## config.mk

```make
export PLATFORM = sky130hd
export DESIGN_NAME = line_pixel_generator_top
export DESIGN_NICKNAME = d
export VERILOG_FILES = /design/src/sv/lpg_pkg.sv /design/src/sv/lpg_front.sv /design/src/sv/lpg_queue.sv /design/src/sv/lpg_back.sv /design/src/sv/line_pixel_generator_top.sv
export VERILOG_INCLUDE_DIRS = /design/src /design/src/sv
export SDC_FILE = /design/constraint.sdc
export NUM_CORES = 1
export LEC_CHECK = 0
export ABC_AREA = 1
export BUFFER_PORTS_ARGS = -buffer_cell sky130_fd_sc_hd__buf_2
export CELL_PAD_IN_SITES_DETAIL_PLACEMENT = 1
export CELL_PAD_IN_SITES_GLOBAL_PLACEMENT = 2
export CORE_UTILIZATION = 41
export DETAILED_ROUTE_END_ITERATION = 16
export GPL_TIMING_DRIVEN = 0
export PLACE_DENSITY = 0.85
export SYNTH_ARGS = -nofsm -noshare
export SYNTH_HDL_FRONTEND = slang
export SYNTH_SLANG_ARGS = --single-unit
```

## constraint.sdc

```tcl
create_clock -name clk -period 8.5 [get_ports clk]
set_input_delay 0 -clock clk [delete_from_list [all_inputs] [get_ports clk]]
set_output_delay 0 -clock clk [all_outputs]
set_load 0.05 [all_outputs]
```

## src/sv/line_pixel_generator_top_macros.svh

```systemverilog
// ----------------------------------------------------------------------------
// Line pixel generator assertion macros
// Shared assertion helpers; every use expects clk and rst_n in scope.
// ----------------------------------------------------------------------------
`ifndef LINE_PIXEL_GENERATOR_TOP_MACROS_SVH
`define LINE_PIXEL_GENERATOR_TOP_MACROS_SVH

`ifndef SYNTHESIS

// condition holds at every edge out of reset
`define LPG_ASSERT_ALWAYS(lbl, cond, msg) \
    lbl: assert property (@(posedge clk) disable iff (!rst_n) (cond)) else $error(msg);

// antecedent implies consequent in the same cycle
`define LPG_ASSERT_SAME(lbl, ante, cons, msg) \
    lbl: assert property (@(posedge clk) disable iff (!rst_n) (ante) |-> (cons)) \
        else $error(msg);

// antecedent implies consequent in the next cycle
`define LPG_ASSERT_NEXT(lbl, ante, cons, msg) \
    lbl: assert property (@(posedge clk) disable iff (!rst_n) (ante) |=> (cons)) \
        else $error(msg);

`else

`define LPG_ASSERT_ALWAYS(lbl, cond, msg)
`define LPG_ASSERT_SAME(lbl, ante, cons, msg)
`define LPG_ASSERT_NEXT(lbl, ante, cons, msg)

`endif

`endif

```

## src/sv/lpg_pkg.sv

```systemverilog
// ----------------------------------------------------------------------------
// Line pixel generator package
// Widths, codes and the word types passed between front, queue and back.
// ----------------------------------------------------------------------------
package lpg_pkg;

    localparam int COORD_BITS  = 16;
    localparam int COLOR_BITS  = 8;
    // error term spans (2*dmin - 2*dmaj, 2*dmin], two bits above a coordinate
    localparam int ERR_W       = COORD_BITS + 2;
    localparam int STRAIGHT_W  = COORD_BITS + 1;
    localparam int QUEUE_DEPTH = 2;
    localparam int QPTR_W      = (QUEUE_DEPTH > 1) ? $clog2(QUEUE_DEPTH) : 1;
    localparam int QCNT_W      = $clog2(QUEUE_DEPTH + 1);

    // mode codes
    localparam logic MODE_START = 1'b0;
    localparam logic MODE_TICK  = 1'b1;

    typedef logic signed [COORD_BITS-1:0] coord_t;
    typedef logic        [COORD_BITS-1:0] mag_t;
    typedef logic        [COLOR_BITS-1:0] color_t;
    typedef logic signed [ERR_W-1:0]      err_t;
    typedef logic        [STRAIGHT_W-1:0] straight_t;

    // one classified word: a start with its setup, or a tick
    typedef struct packed {
        logic   is_start;
        logic   steep;
        logic   major_neg;
        logic   minor_neg;
        coord_t major_pos;
        coord_t minor_pos;
        coord_t major_stop;
        mag_t   dmaj;
        mag_t   dmin;
        color_t color;
    } queue_entry_t;

    typedef struct packed {
        logic         push;
        queue_entry_t entry;
    } queue_push_t;

    typedef struct packed {
        logic full;
        logic empty;
    } queue_status_t;

endpackage

```

## src/sv/lpg_front.sv

```systemverilog
// ----------------------------------------------------------------------------
// Line pixel generator front end
// Accepts input words, classifies the line (steep or shallow, step signs,
// extents) and pushes the prepared word into the queue.
// ----------------------------------------------------------------------------
module lpg_front
    import lpg_pkg::*;
(
    input  logic          item_valid,
    output logic          item_stall,
    input  logic          mode,
    input  coord_t        start_x,
    input  coord_t        start_y,
    input  coord_t        end_x,
    input  coord_t        end_y,
    input  color_t        color,
    input  queue_status_t q_status,
    output queue_push_t   q_push
);

    logic signed [COORD_BITS:0] dx;
    logic signed [COORD_BITS:0] dy;
    logic signed [COORD_BITS:0] dx_neg;
    logic signed [COORD_BITS:0] dy_neg;
    mag_t                       mag_x;
    mag_t                       mag_y;
    logic                       steep;

    // extents and their magnitudes (always below 2^COORD_BITS)
    always_comb
    begin
        dx     = {end_x[COORD_BITS-1], end_x} - {start_x[COORD_BITS-1], start_x};
        dy     = {end_y[COORD_BITS-1], end_y} - {start_y[COORD_BITS-1], start_y};
        dx_neg = -dx;
        dy_neg = -dy;
        mag_x  = dx[COORD_BITS] ? dx_neg[COORD_BITS-1:0] : dx[COORD_BITS-1:0];
        mag_y  = dy[COORD_BITS] ? dy_neg[COORD_BITS-1:0] : dy[COORD_BITS-1:0];
        // ties count as steep
        steep  = (mag_y >= mag_x);
    end

    // build the queue word with the axes swapped for steep lines
    always_comb
    begin
        q_push.push           = item_valid && !q_status.full;
        q_push.entry.is_start = (mode == MODE_START);
        q_push.entry.steep    = steep;
        q_push.entry.color    = color;
        if (steep)
        begin
            q_push.entry.major_pos  = start_y;
            q_push.entry.minor_pos  = start_x;
            q_push.entry.major_stop = end_y;
            q_push.entry.major_neg  = dy[COORD_BITS];
            q_push.entry.minor_neg  = dx[COORD_BITS];
            q_push.entry.dmaj       = mag_y;
            q_push.entry.dmin       = mag_x;
        end
        else
        begin
            q_push.entry.major_pos  = start_x;
            q_push.entry.minor_pos  = start_y;
            q_push.entry.major_stop = end_x;
            q_push.entry.major_neg  = dx[COORD_BITS];
            q_push.entry.minor_neg  = dy[COORD_BITS];
            q_push.entry.dmaj       = mag_x;
            q_push.entry.dmin       = mag_y;
        end
    end

    assign item_stall = q_status.full;

endmodule

```

## src/sv/lpg_queue.sv

```systemverilog
// ----------------------------------------------------------------------------
// Line pixel generator word queue
// Short register queue between front and back so each side stalls alone.
// ----------------------------------------------------------------------------
module lpg_queue
    import lpg_pkg::*;
(
    input  logic          clk,
    input  logic          rst_n,
    input  queue_push_t   q_push,
    input  logic          pop,
    output queue_status_t q_status,
    output queue_entry_t  head
);

`include "line_pixel_generator_top_macros.svh"

    queue_entry_t      entry_reg [QUEUE_DEPTH];
    logic [QPTR_W-1:0] wr_ptr_reg;
    logic [QPTR_W-1:0] wr_ptr_next;
    logic [QPTR_W-1:0] rd_ptr_reg;
    logic [QPTR_W-1:0] rd_ptr_next;
    logic [QCNT_W-1:0] count_reg;
    logic [QCNT_W-1:0] count_next;
    logic              do_push;
    logic              do_pop;

    assign q_status.full  = (count_reg == QCNT_W'(QUEUE_DEPTH));
    assign q_status.empty = (count_reg == '0);
    assign head           = entry_reg[rd_ptr_reg];
    assign do_push        = q_push.push && !q_status.full;
    assign do_pop         = pop && !q_status.empty;

    // pointer and fill count update
    always_comb
    begin
        wr_ptr_next = wr_ptr_reg;
        rd_ptr_next = rd_ptr_reg;
        count_next  = count_reg;
        if (do_push)
        begin
            wr_ptr_next = (wr_ptr_reg == QPTR_W'(QUEUE_DEPTH - 1)) ? '0
                                                                   : wr_ptr_reg + 1'b1;
        end
        if (do_pop)
        begin
            rd_ptr_next = (rd_ptr_reg == QPTR_W'(QUEUE_DEPTH - 1)) ? '0
                                                                   : rd_ptr_reg + 1'b1;
        end
        if (do_push && !do_pop)
        begin
            count_next = count_reg + 1'b1;
        end
        else if (do_pop && !do_push)
        begin
            count_next = count_reg - 1'b1;
        end
    end

    always_ff @(posedge clk or negedge rst_n)
    begin
        if (!rst_n)
        begin
            wr_ptr_reg <= '0;
            rd_ptr_reg <= '0;
            count_reg  <= '0;
        end
        else
        begin
            wr_ptr_reg <= wr_ptr_next;
            rd_ptr_reg <= rd_ptr_next;
            count_reg  <= count_next;
        end
    end

    // storage, no reset
    always_ff @(posedge clk)
    begin
        if (do_push)
        begin
            entry_reg[wr_ptr_reg] <= q_push.entry;
        end
    end

    `LPG_ASSERT_ALWAYS(a_count_bound, count_reg <= QCNT_W'(QUEUE_DEPTH), "queue count overrun")
    `LPG_ASSERT_SAME(a_pop_nonempty, pop, !q_status.empty, "pop from empty queue")
    `LPG_ASSERT_NEXT(a_push_grows, do_push && !do_pop, count_reg == $past(count_reg) + 1'b1, "push lost")

endmodule

```

## src/sv/lpg_back.sv

```systemverilog
// ----------------------------------------------------------------------------
// Line pixel generator back end
// Executes queued words: a start loads the Bresenham state, a tick steps the
// error term and places one pixel in the output register (dropped if idle).
// ----------------------------------------------------------------------------
module lpg_back
    import lpg_pkg::*;
(
    input  logic          clk,
    input  logic          rst_n,
    input  queue_status_t q_status,
    input  queue_entry_t  head,
    output logic          pop,
    output logic          pixel_valid,
    input  logic          pixel_stall,
    output coord_t        pixel_x,
    output coord_t        pixel_y,
    output color_t        pixel_color,
    output logic          last_pixel
);

`include "line_pixel_generator_top_macros.svh"

    // line state
    logic      busy_reg,       busy_next;
    logic      steep_reg,      steep_next;
    logic      maj_neg_reg,    maj_neg_next;
    logic      min_neg_reg,    min_neg_next;
    coord_t    major_pos_reg,  major_pos_next;
    coord_t    minor_pos_reg,  minor_pos_next;
    coord_t    major_stop_reg, major_stop_next;
    err_t      err_reg,        err_next;
    straight_t straight_reg,   straight_next;
    err_t      diag_reg,       diag_next;
    color_t    color_reg,      color_next;

    // output word
    logic      out_valid_reg,  out_valid_next;
    coord_t    out_x_reg,      out_x_next;
    coord_t    out_y_reg,      out_y_next;
    color_t    out_color_reg,  out_color_next;
    logic      out_last_reg,   out_last_next;

    logic      out_free;
    logic      emit;
    coord_t    major_step;
    coord_t    minor_step;
    logic      last_step;
    err_t      twice_dmin;
    err_t      twice_dmaj;
    err_t      dmaj_ext;

    assign out_free = !out_valid_reg || !pixel_stall;
    assign pop      = !q_status.empty && (head.is_start || !busy_reg || out_free);
    assign emit     = !q_status.empty && !head.is_start && busy_reg && out_free;

    // one Bresenham step along the major axis
    always_comb
    begin
        major_step = maj_neg_reg ? major_pos_reg - COORD_BITS'(1)
                                 : major_pos_reg + COORD_BITS'(1);
        minor_step = min_neg_reg ? minor_pos_reg - COORD_BITS'(1)
                                 : minor_pos_reg + COORD_BITS'(1);
        last_step  = (major_step == major_stop_reg);
        twice_dmin = $signed({1'b0, head.dmin, 1'b0});
        twice_dmaj = $signed({1'b0, head.dmaj, 1'b0});
        dmaj_ext   = $signed({2'b00, head.dmaj});
    end

    // line state next values
    always_comb
    begin
        busy_next       = busy_reg;
        steep_next      = steep_reg;
        maj_neg_next    = maj_neg_reg;
        min_neg_next    = min_neg_reg;
        major_pos_next  = major_pos_reg;
        minor_pos_next  = minor_pos_reg;
        major_stop_next = major_stop_reg;
        err_next        = err_reg;
        straight_next   = straight_reg;
        diag_next       = diag_reg;
        color_next      = color_reg;
        if (pop && head.is_start)
        begin
            steep_next      = head.steep;
            maj_neg_next    = head.major_neg;
            min_neg_next    = head.minor_neg;
            major_pos_next  = head.major_pos;
            minor_pos_next  = head.minor_pos;
            major_stop_next = head.major_stop;
            straight_next   = {head.dmin, 1'b0};
            diag_next       = twice_dmin - twice_dmaj;
            err_next        = twice_dmin - dmaj_ext;
            color_next      = head.color;
            // zero-length line never goes active
            busy_next       = (head.dmaj != '0);
        end
        else if (emit)
        begin
            major_pos_next = major_step;
            if (err_reg > 0)
            begin
                err_next       = err_reg + diag_reg;
                minor_pos_next = minor_step;
            end
            else
            begin
                err_next = err_reg + $signed({1'b0, straight_reg});
            end
            if (last_step)
            begin
                busy_next = 1'b0;
            end
        end
    end

    // output register next values
    always_comb
    begin
        out_valid_next = out_valid_reg && pixel_stall;
        out_x_next     = out_x_reg;
        out_y_next     = out_y_reg;
        out_color_next = out_color_reg;
        out_last_next  = out_last_reg;
        if (emit)
        begin
            out_valid_next = 1'b1;
            out_x_next     = steep_reg ? minor_pos_reg : major_pos_reg;
            out_y_next     = steep_reg ? major_pos_reg : minor_pos_reg;
            out_color_next = color_reg;
            out_last_next  = last_step;
        end
    end

    always_ff @(posedge clk or negedge rst_n)
    begin
        if (!rst_n)
        begin
            busy_reg       <= 1'b0;
            steep_reg      <= 1'b0;
            maj_neg_reg    <= 1'b0;
            min_neg_reg    <= 1'b0;
            major_pos_reg  <= '0;
            minor_pos_reg  <= '0;
            major_stop_reg <= '0;
            err_reg        <= '0;
            straight_reg   <= '0;
            diag_reg       <= '0;
            color_reg      <= '0;
            out_valid_reg  <= 1'b0;
        end
        else
        begin
            busy_reg       <= busy_next;
            steep_reg      <= steep_next;
            maj_neg_reg    <= maj_neg_next;
            min_neg_reg    <= min_neg_next;
            major_pos_reg  <= major_pos_next;
            minor_pos_reg  <= minor_pos_next;
            major_stop_reg <= major_stop_next;
            err_reg        <= err_next;
            straight_reg   <= straight_next;
            diag_reg       <= diag_next;
            color_reg      <= color_next;
            out_valid_reg  <= out_valid_next;
        end
    end

    // output payload, no reset
    always_ff @(posedge clk)
    begin
        out_x_reg     <= out_x_next;
        out_y_reg     <= out_y_next;
        out_color_reg <= out_color_next;
        out_last_reg  <= out_last_next;
    end

    assign pixel_valid = out_valid_reg;
    assign pixel_x     = out_x_reg;
    assign pixel_y     = out_y_reg;
    assign pixel_color = out_color_reg;
    assign last_pixel  = out_last_reg;

    `LPG_ASSERT_SAME(a_busy_not_at_stop, busy_reg, major_pos_reg != major_stop_reg, "active line at stop")
    `LPG_ASSERT_NEXT(a_last_ends_line, emit && last_step, !busy_reg, "line still active after last pixel")
    `LPG_ASSERT_SAME(a_emit_slot_free, emit, out_free, "pixel overwrote held word")

endmodule

```

## src/sv/line_pixel_generator_top.sv

```systemverilog
// ----------------------------------------------------------------------------
// Line pixel generator top level
// Bresenham line rasterizer: front classifier, word queue, stepping back end.
// ----------------------------------------------------------------------------
// A tick's pixel passes through the queue register, then the output register.
// Throughput: one word per cycle while pixel_stall is low; a start only loads
// the line state and a tick one error-term add and compare, so pixels stream
// at one per cycle while the output is not stalled.
// Queue of two words decouples input stall from output stall.
// Reset (rst_n low, async): queue empty, no line active, no pixel pending.
module line_pixel_generator_top
    import lpg_pkg::*;
(
    input  logic   clk,
    input  logic   rst_n,
    input  logic   item_valid,
    output logic   item_stall,
    input  logic   mode,
    input  coord_t start_x,
    input  coord_t start_y,
    input  coord_t end_x,
    input  coord_t end_y,
    input  color_t color,
    output logic   pixel_valid,
    input  logic   pixel_stall,
    output coord_t pixel_x,
    output coord_t pixel_y,
    output color_t pixel_color,
    output logic   last_pixel
);

    queue_push_t   q_push;
    queue_status_t q_status;
    queue_entry_t  head;
    logic          pop;

    lpg_front u_front
    (
        .item_valid (item_valid),
        .item_stall (item_stall),
        .mode       (mode),
        .start_x    (start_x),
        .start_y    (start_y),
        .end_x      (end_x),
        .end_y      (end_y),
        .color      (color),
        .q_status   (q_status),
        .q_push     (q_push)
    );

    lpg_queue u_queue
    (
        .clk      (clk),
        .rst_n    (rst_n),
        .q_push   (q_push),
        .pop      (pop),
        .q_status (q_status),
        .head     (head)
    );

    lpg_back u_back
    (
        .clk         (clk),
        .rst_n       (rst_n),
        .q_status    (q_status),
        .head        (head),
        .pop         (pop),
        .pixel_valid (pixel_valid),
        .pixel_stall (pixel_stall),
        .pixel_x     (pixel_x),
        .pixel_y     (pixel_y),
        .pixel_color (pixel_color),
        .last_pixel  (last_pixel)
    );

endmodule
```

After elaboration in Yosys (flattened, before gate mapping)
Memories as Yosys holds them, arrays and structs flattened. Index checks and enable logic that the tools add are counted.

Add/subtract/negate cells: 16. $lt $le $gt $ge: 2. Equality and inequality tests: 2. Mux-type cells: 25. Bitwise gates (word level): 1. Reductions and logical operators: 30.

Operator list (count): 2-to-1 mux 16 bit (11); 2-to-1 mux 82 bit (1); 2-to-1 mux 18 bit (3); adder 18 bit (2); subtractor 16 x 16 -> 17 bit (2); adder 16 x 2 -> 16 bit (second input constant) (2); negation 16 bit (2); subtractor 16 x 2 -> 16 bit (second input constant) (2); greater-than comparator 18 x 1 -> 1 bit (second input constant) (1); subtractor 17 x 16 -> 18 bit (1); subtractor 17 x 17 -> 18 bit (1); == test 16 bit (1); >= comparator 16 bit (1); nonzero test 16 bit (1); logical AND 1 bit (11); zero test 1 bit (8); 2-to-1 mux 1 bit (8); nonzero test 2 bit (4); 2-to-1 mux 2 bit (2); AND reduction 2 bit (2); logical OR 1 bit (3); adder 1 bit (second input constant) (2); adder 2 x 1 -> 2 bit (second input constant) (1); == test 2 bit (second input constant) (1); other kinds (3) (3).

Register bits: 158. RAM bits: 184. Output and inout port bits: 43. Word-level logic and storage cells: 96. Memories kept: 1.

Memory list: u_queue.entry_reg (words 2, width 92, rd ports 1, clocked after Yosys merged registers in 0, wr ports 1, RTL line lpg_queue.sv:18) `queue_entry_t entry_reg [QUEUE_DEPTH];`.

Depth between registers and ports, before layout
Depth in word-level cells: 8. Mapped depth: 32. Gate-level depth less buffers: 30.

By module
Synthesis repeated with hierarchy kept, for this count alone.

Cells, all modules: 2845. Area total of the unflattened synthesis: 22130.0 sq um.

Modules (own cells, without submodules): lpg_back (times used 1, cells an instance 1445, area each 10787.8 sq um, sequential area each 4033.9 sq um); lpg_queue (times used 1, cells an instance 512, area each 6886.6 sq um, sequential area each 5625.4 sq um); lpg_front (times used 1, cells an instance 888, area each 4455.5 sq um, sequential area each 0.0 sq um).

Least setup slack after synthesis
No wires, ideal clock.

Kind: register to register. From: reg u_queue.count_reg[1]. To: mem u_queue.entry_reg[1][0] in the netlist's numbering, enable pin. Setup time: 0.545 ns. Data arrival time: 4.445 ns. Data required time: 7.955 ns. Path slack: 3.510 ns. Stages on the path, launching flop included: 4. Path buffers: 0. Period minus slack after synthesis: 4.990 ns. Path through: dfrtp_1 -> inv_1 -> o21ai_0 -> nor2_1.

Cells in the longest elaborated chain, start to end: 6.

RTL lines: start, declared (RTL line lpg_queue.sv:23) `logic [QCNT_W-1:0] count_reg;`; start signal, assigned (RTL line lpg_queue.sv:72) `count_reg <= count_next;`; == test 2 bit * (RTL line lpg_queue.sv:28) `assign q_status.full = (count_reg == QCNT_W'(QUEUE_DEPTH));`; zero test 1 bit * (RTL line lpg_front.sv:45, lpg_queue.sv:31); logical AND 1 bit (RTL line lpg_front.sv:45) `q_push.push = item_valid && !q_status.full;`; logical AND 1 bit * (RTL line lpg_queue.sv:31) `assign do_push = q_push.push && !q_status.full;`; 2-to-1 mux 1 bit * (RTL line lpg_queue.sv:79) `if (do_push)`; 2-to-1 mux 1 bit (implied by the code) * (RTL line lpg_queue.sv:81) `entry_reg[wr_ptr_reg] <= q_push.entry;`; end, declared (RTL line lpg_queue.sv:18).

Every way passes the cells marked *; elsewhere a longest branch is shown, timed or not.

==> summary.txt <==
Synthesis
  – Post-Syn Area per Cell: between 8 and 9 µm²
  – Asr flop ratio synth: 0.340
  – Synth top area share: 0.319
  – Yosys reg bits: ~340
  – Ranking of synthesized cells by area: edfxtp_1 (32%), nand2_1 (15%), dfrtp_1 (14%), ha_1 (7.4%), inv_1 (5.2%)
  – Number of enable flip-flop cells after synthesis: 225
  – Unique cell type count in the Yosys netlist: between 50 and 60
  – Warning count from the yosys run: 0
  – Syn nets: roughly 2800
  – Register area share after synthesis: 0.456
  – Cell Area, Synth: roughly 21000 µm²
  – Primary FF master, synth: edfxtp_1
  – Post-Syn Instances: about 2600
  – Yosys top cell by area: edfxtp_1

Routing
  – Wire length after detailed routing: roughly 76 mm
  – DR vias: ~19000
  – First-pass DRT Iterations: 5
  – Initial DRC Count: between 1000 and 1500
  – Final ANT Viol Nets: 0
  – DRC Markers: 0
  – Via density: roughly 5.3
  – Routed WL per cell: 21.3 µm

STA
  – Actual slew at the worst max-slew pin: 1.03 ns
  – Final setup fails: 0
  – Setup Skew: approximately 0.015 ns
  – Final hold violations: 0
  – Setup TNS: 0 ns
  – RSZ-0062 raised after global routing: no
  – Max Clock Freq: 173 MHz
  – Slew Viols, Final: 0
  – Minimum hold slack: ~0.00085 ns
  – Slew margin rel.: 0.303
  – Period utilization: 0.680
  – Min Tclk post-route: a little under 6 ns

Clock tree
  – Root buf cell: clkbuf_16
  – Skew-Pair Late Insertion Delay: about 0.54 ns
  – CTS tree: done
  – CTS Buf Count: 37
  – CTS max path bufs: 3
  – CTS Sinks: around 340
  – Clk slew on worst S/H paths: 0.06 ns
  – H-tree levels: 2

Final layout
  – Most common cell after layout, fill and taps aside: nand2_1
  – Final nets: between 3000 and 4000
  – Number of diodes: 0
  – P&R area growth vs syn: 16.7%
  – Max FFs per register: around 180
  – Final core utilization: 0.488
  – Final cell count without fillers: ~3600
  – Commonest non-fill, non-tap cells in the layout: nand2_1 (826), inv_1 (294), edfxtp_1 (225)
  – Layout cells sized above 1: 0.0889

Placement
  – Post-Place Cells: between 3000 and 4000
  – I/O Buffers: ~120
  – GP Congestion: around 0.90
  – Hpwl dp: a little over 60 mm

Critical path
  – Crit-path max FO: 10
  – Slowest CP cell: dlygate4sd3_1
  – Crit end category: register
  – CP peak stage delay: ~0.60 ns
  – Worst path depth: 31
  – CP most frequent cell: nand2_1
  – CP Buf/Inv Count: 8
  – CP Data Required Time: 8.88 ns
  – Worst reg-to-reg path cell count: 21
  – Critical Path Start Type: input port
  – Critical Path AT: roughly 6.2 ns
  – WS Path Type: input port to register
  – Crit path max-delay family: buffers and inverters

Floorplan
  – Initial core utilization: 0.419
  – Die H: between 200 and 250 µm
  – Die ar.: between 50000 and 60000 µm²
  – I/O Pins: 120
  – Core area: ~51000 µm²
  – Die X: 229 µm
  – Rows: a little over 80

GRT
  – Largest net degree at the start of global routing: 89
  – First-pass GRT wire length: 116 mm
  – Gr usage total: 0.290
  – Initial antenna violation count: 0
  – Number of global-route vias before repair: 20000
  – Grt total ovfl: 0

Job
  – Max_cap viols: 0

Min path
  – Hold Path Class: input port to register
  – WHS Path Cells: 3

Status
  – Outcome: finished clean
## worst paths after layout
path                                       endpoint  slack (ns)                start
max                        u_queue.entry_reg[0][53]        2.72           start_x[0]
max reg2reg                      u_back.err_reg[17]        4.27    u_back.err_reg[4]
min in group asynchronous  u_back.major_pos_reg[14]        0.55                rst_n
min reg2reg                   u_back.pixel_color[4]        0.45  u_back.color_reg[4]
min                        u_queue.entry_reg[1][87]      0.0008          start_y[15]
max in group asynchronous         u_back.err_reg[0]        7.44                rst_n
## area by class of cell
class	count	area [µm²]
Clock inverter	15	180
Fill cell	6202	25900
Clock buffer	50	995
Buffer	73	324
Timing Repair Buffer	197	1500
Sequential cell	341	9660
Inverter	301	1130
Tap cell	672	841
Multi-Input combinational cell	1915	10100
## worst register-to-register path: cells and delay by family, from the launching register on
kind                     cells  cell delay (ns)
adder cells (fa/ha/maj)      1             0.54
flip-flops                   1             0.40
buffers and inverters        3             0.64
AO/OA/AOI/OAI                4             0.83
AND/OR/NAND/NOR             13             1.73
## synth_stat cells, types with 4 or more instances
cell / number
o21ai_0: 193
nor2_2: 7
fa_1: 7
o21ai_1: 7
inv_1: 294
buf_2: 21
a21o_1: 8
o311ai_0: 9
inv_2: 6
xnor2_1: 19
nand3_1: 138
xor2_1: 35
nand2_2: 7
o211ai_1: 13
mux2i_1: 9
nand4_1: 19
clkbuf_1: 48
dfrtp_1: 116
nor3_1: 15
and2_1: 4
or2_2: 23
nor4_1: 6
a21boi_0: 4
edfxtp_1: 225
nand2_1: 826
a21oi_1: 136
o31ai_1: 31
ha_1: 126
nand3b_1: 15
o221ai_1: 7
a31oi_1: 9
nor2_1: 211
## routing by layer
metal,vias to the layer above,track usage,routed length [µm]
met5,-,0,0
met4,0,0.0798,1900
met3,100,0.0205,2530
met2,386,0.513,37400
met1,9197,0.380,34100
li1,9211,-,-
## logic make-up after synthesis
| kind of cell | after synthesis | share of synthesized area |
|---|---|---|
| simple gates | 1280 | 0.248 |
| compound gates | 435 | 0.116 |
| buf+inv | 374 | 0.0687 |
| flops | 341 | 0.456 |
| fa+ha+maj | 133 | 0.0810 |
| xor+xnor | 57 | 0.0252 |
| mux | 10 | 0.00478 |
## repair_timing
action / in CTS / in global routing
gates resized for setup: 0 / 0
hold endpoints to repair: 219 / 0
hold buffers: 70 / 0
endpoints found under the setup margin: 0 / 0
setup buffers: 0 / 0
## stage by stage
step | worst slack (ns) | area [µm²]
floorplan | 3.51 | 21200
global placement | 1.21 | 22600
detailed placement | 3.14 | 22800
CTS | 2.74 | 24700
global route | 2.26 | 24700
finish | 2.72 | 24700
Power is not shown: default switching activity piles up to over one toggle a cycle in this logic, so the estimate is an artifact.
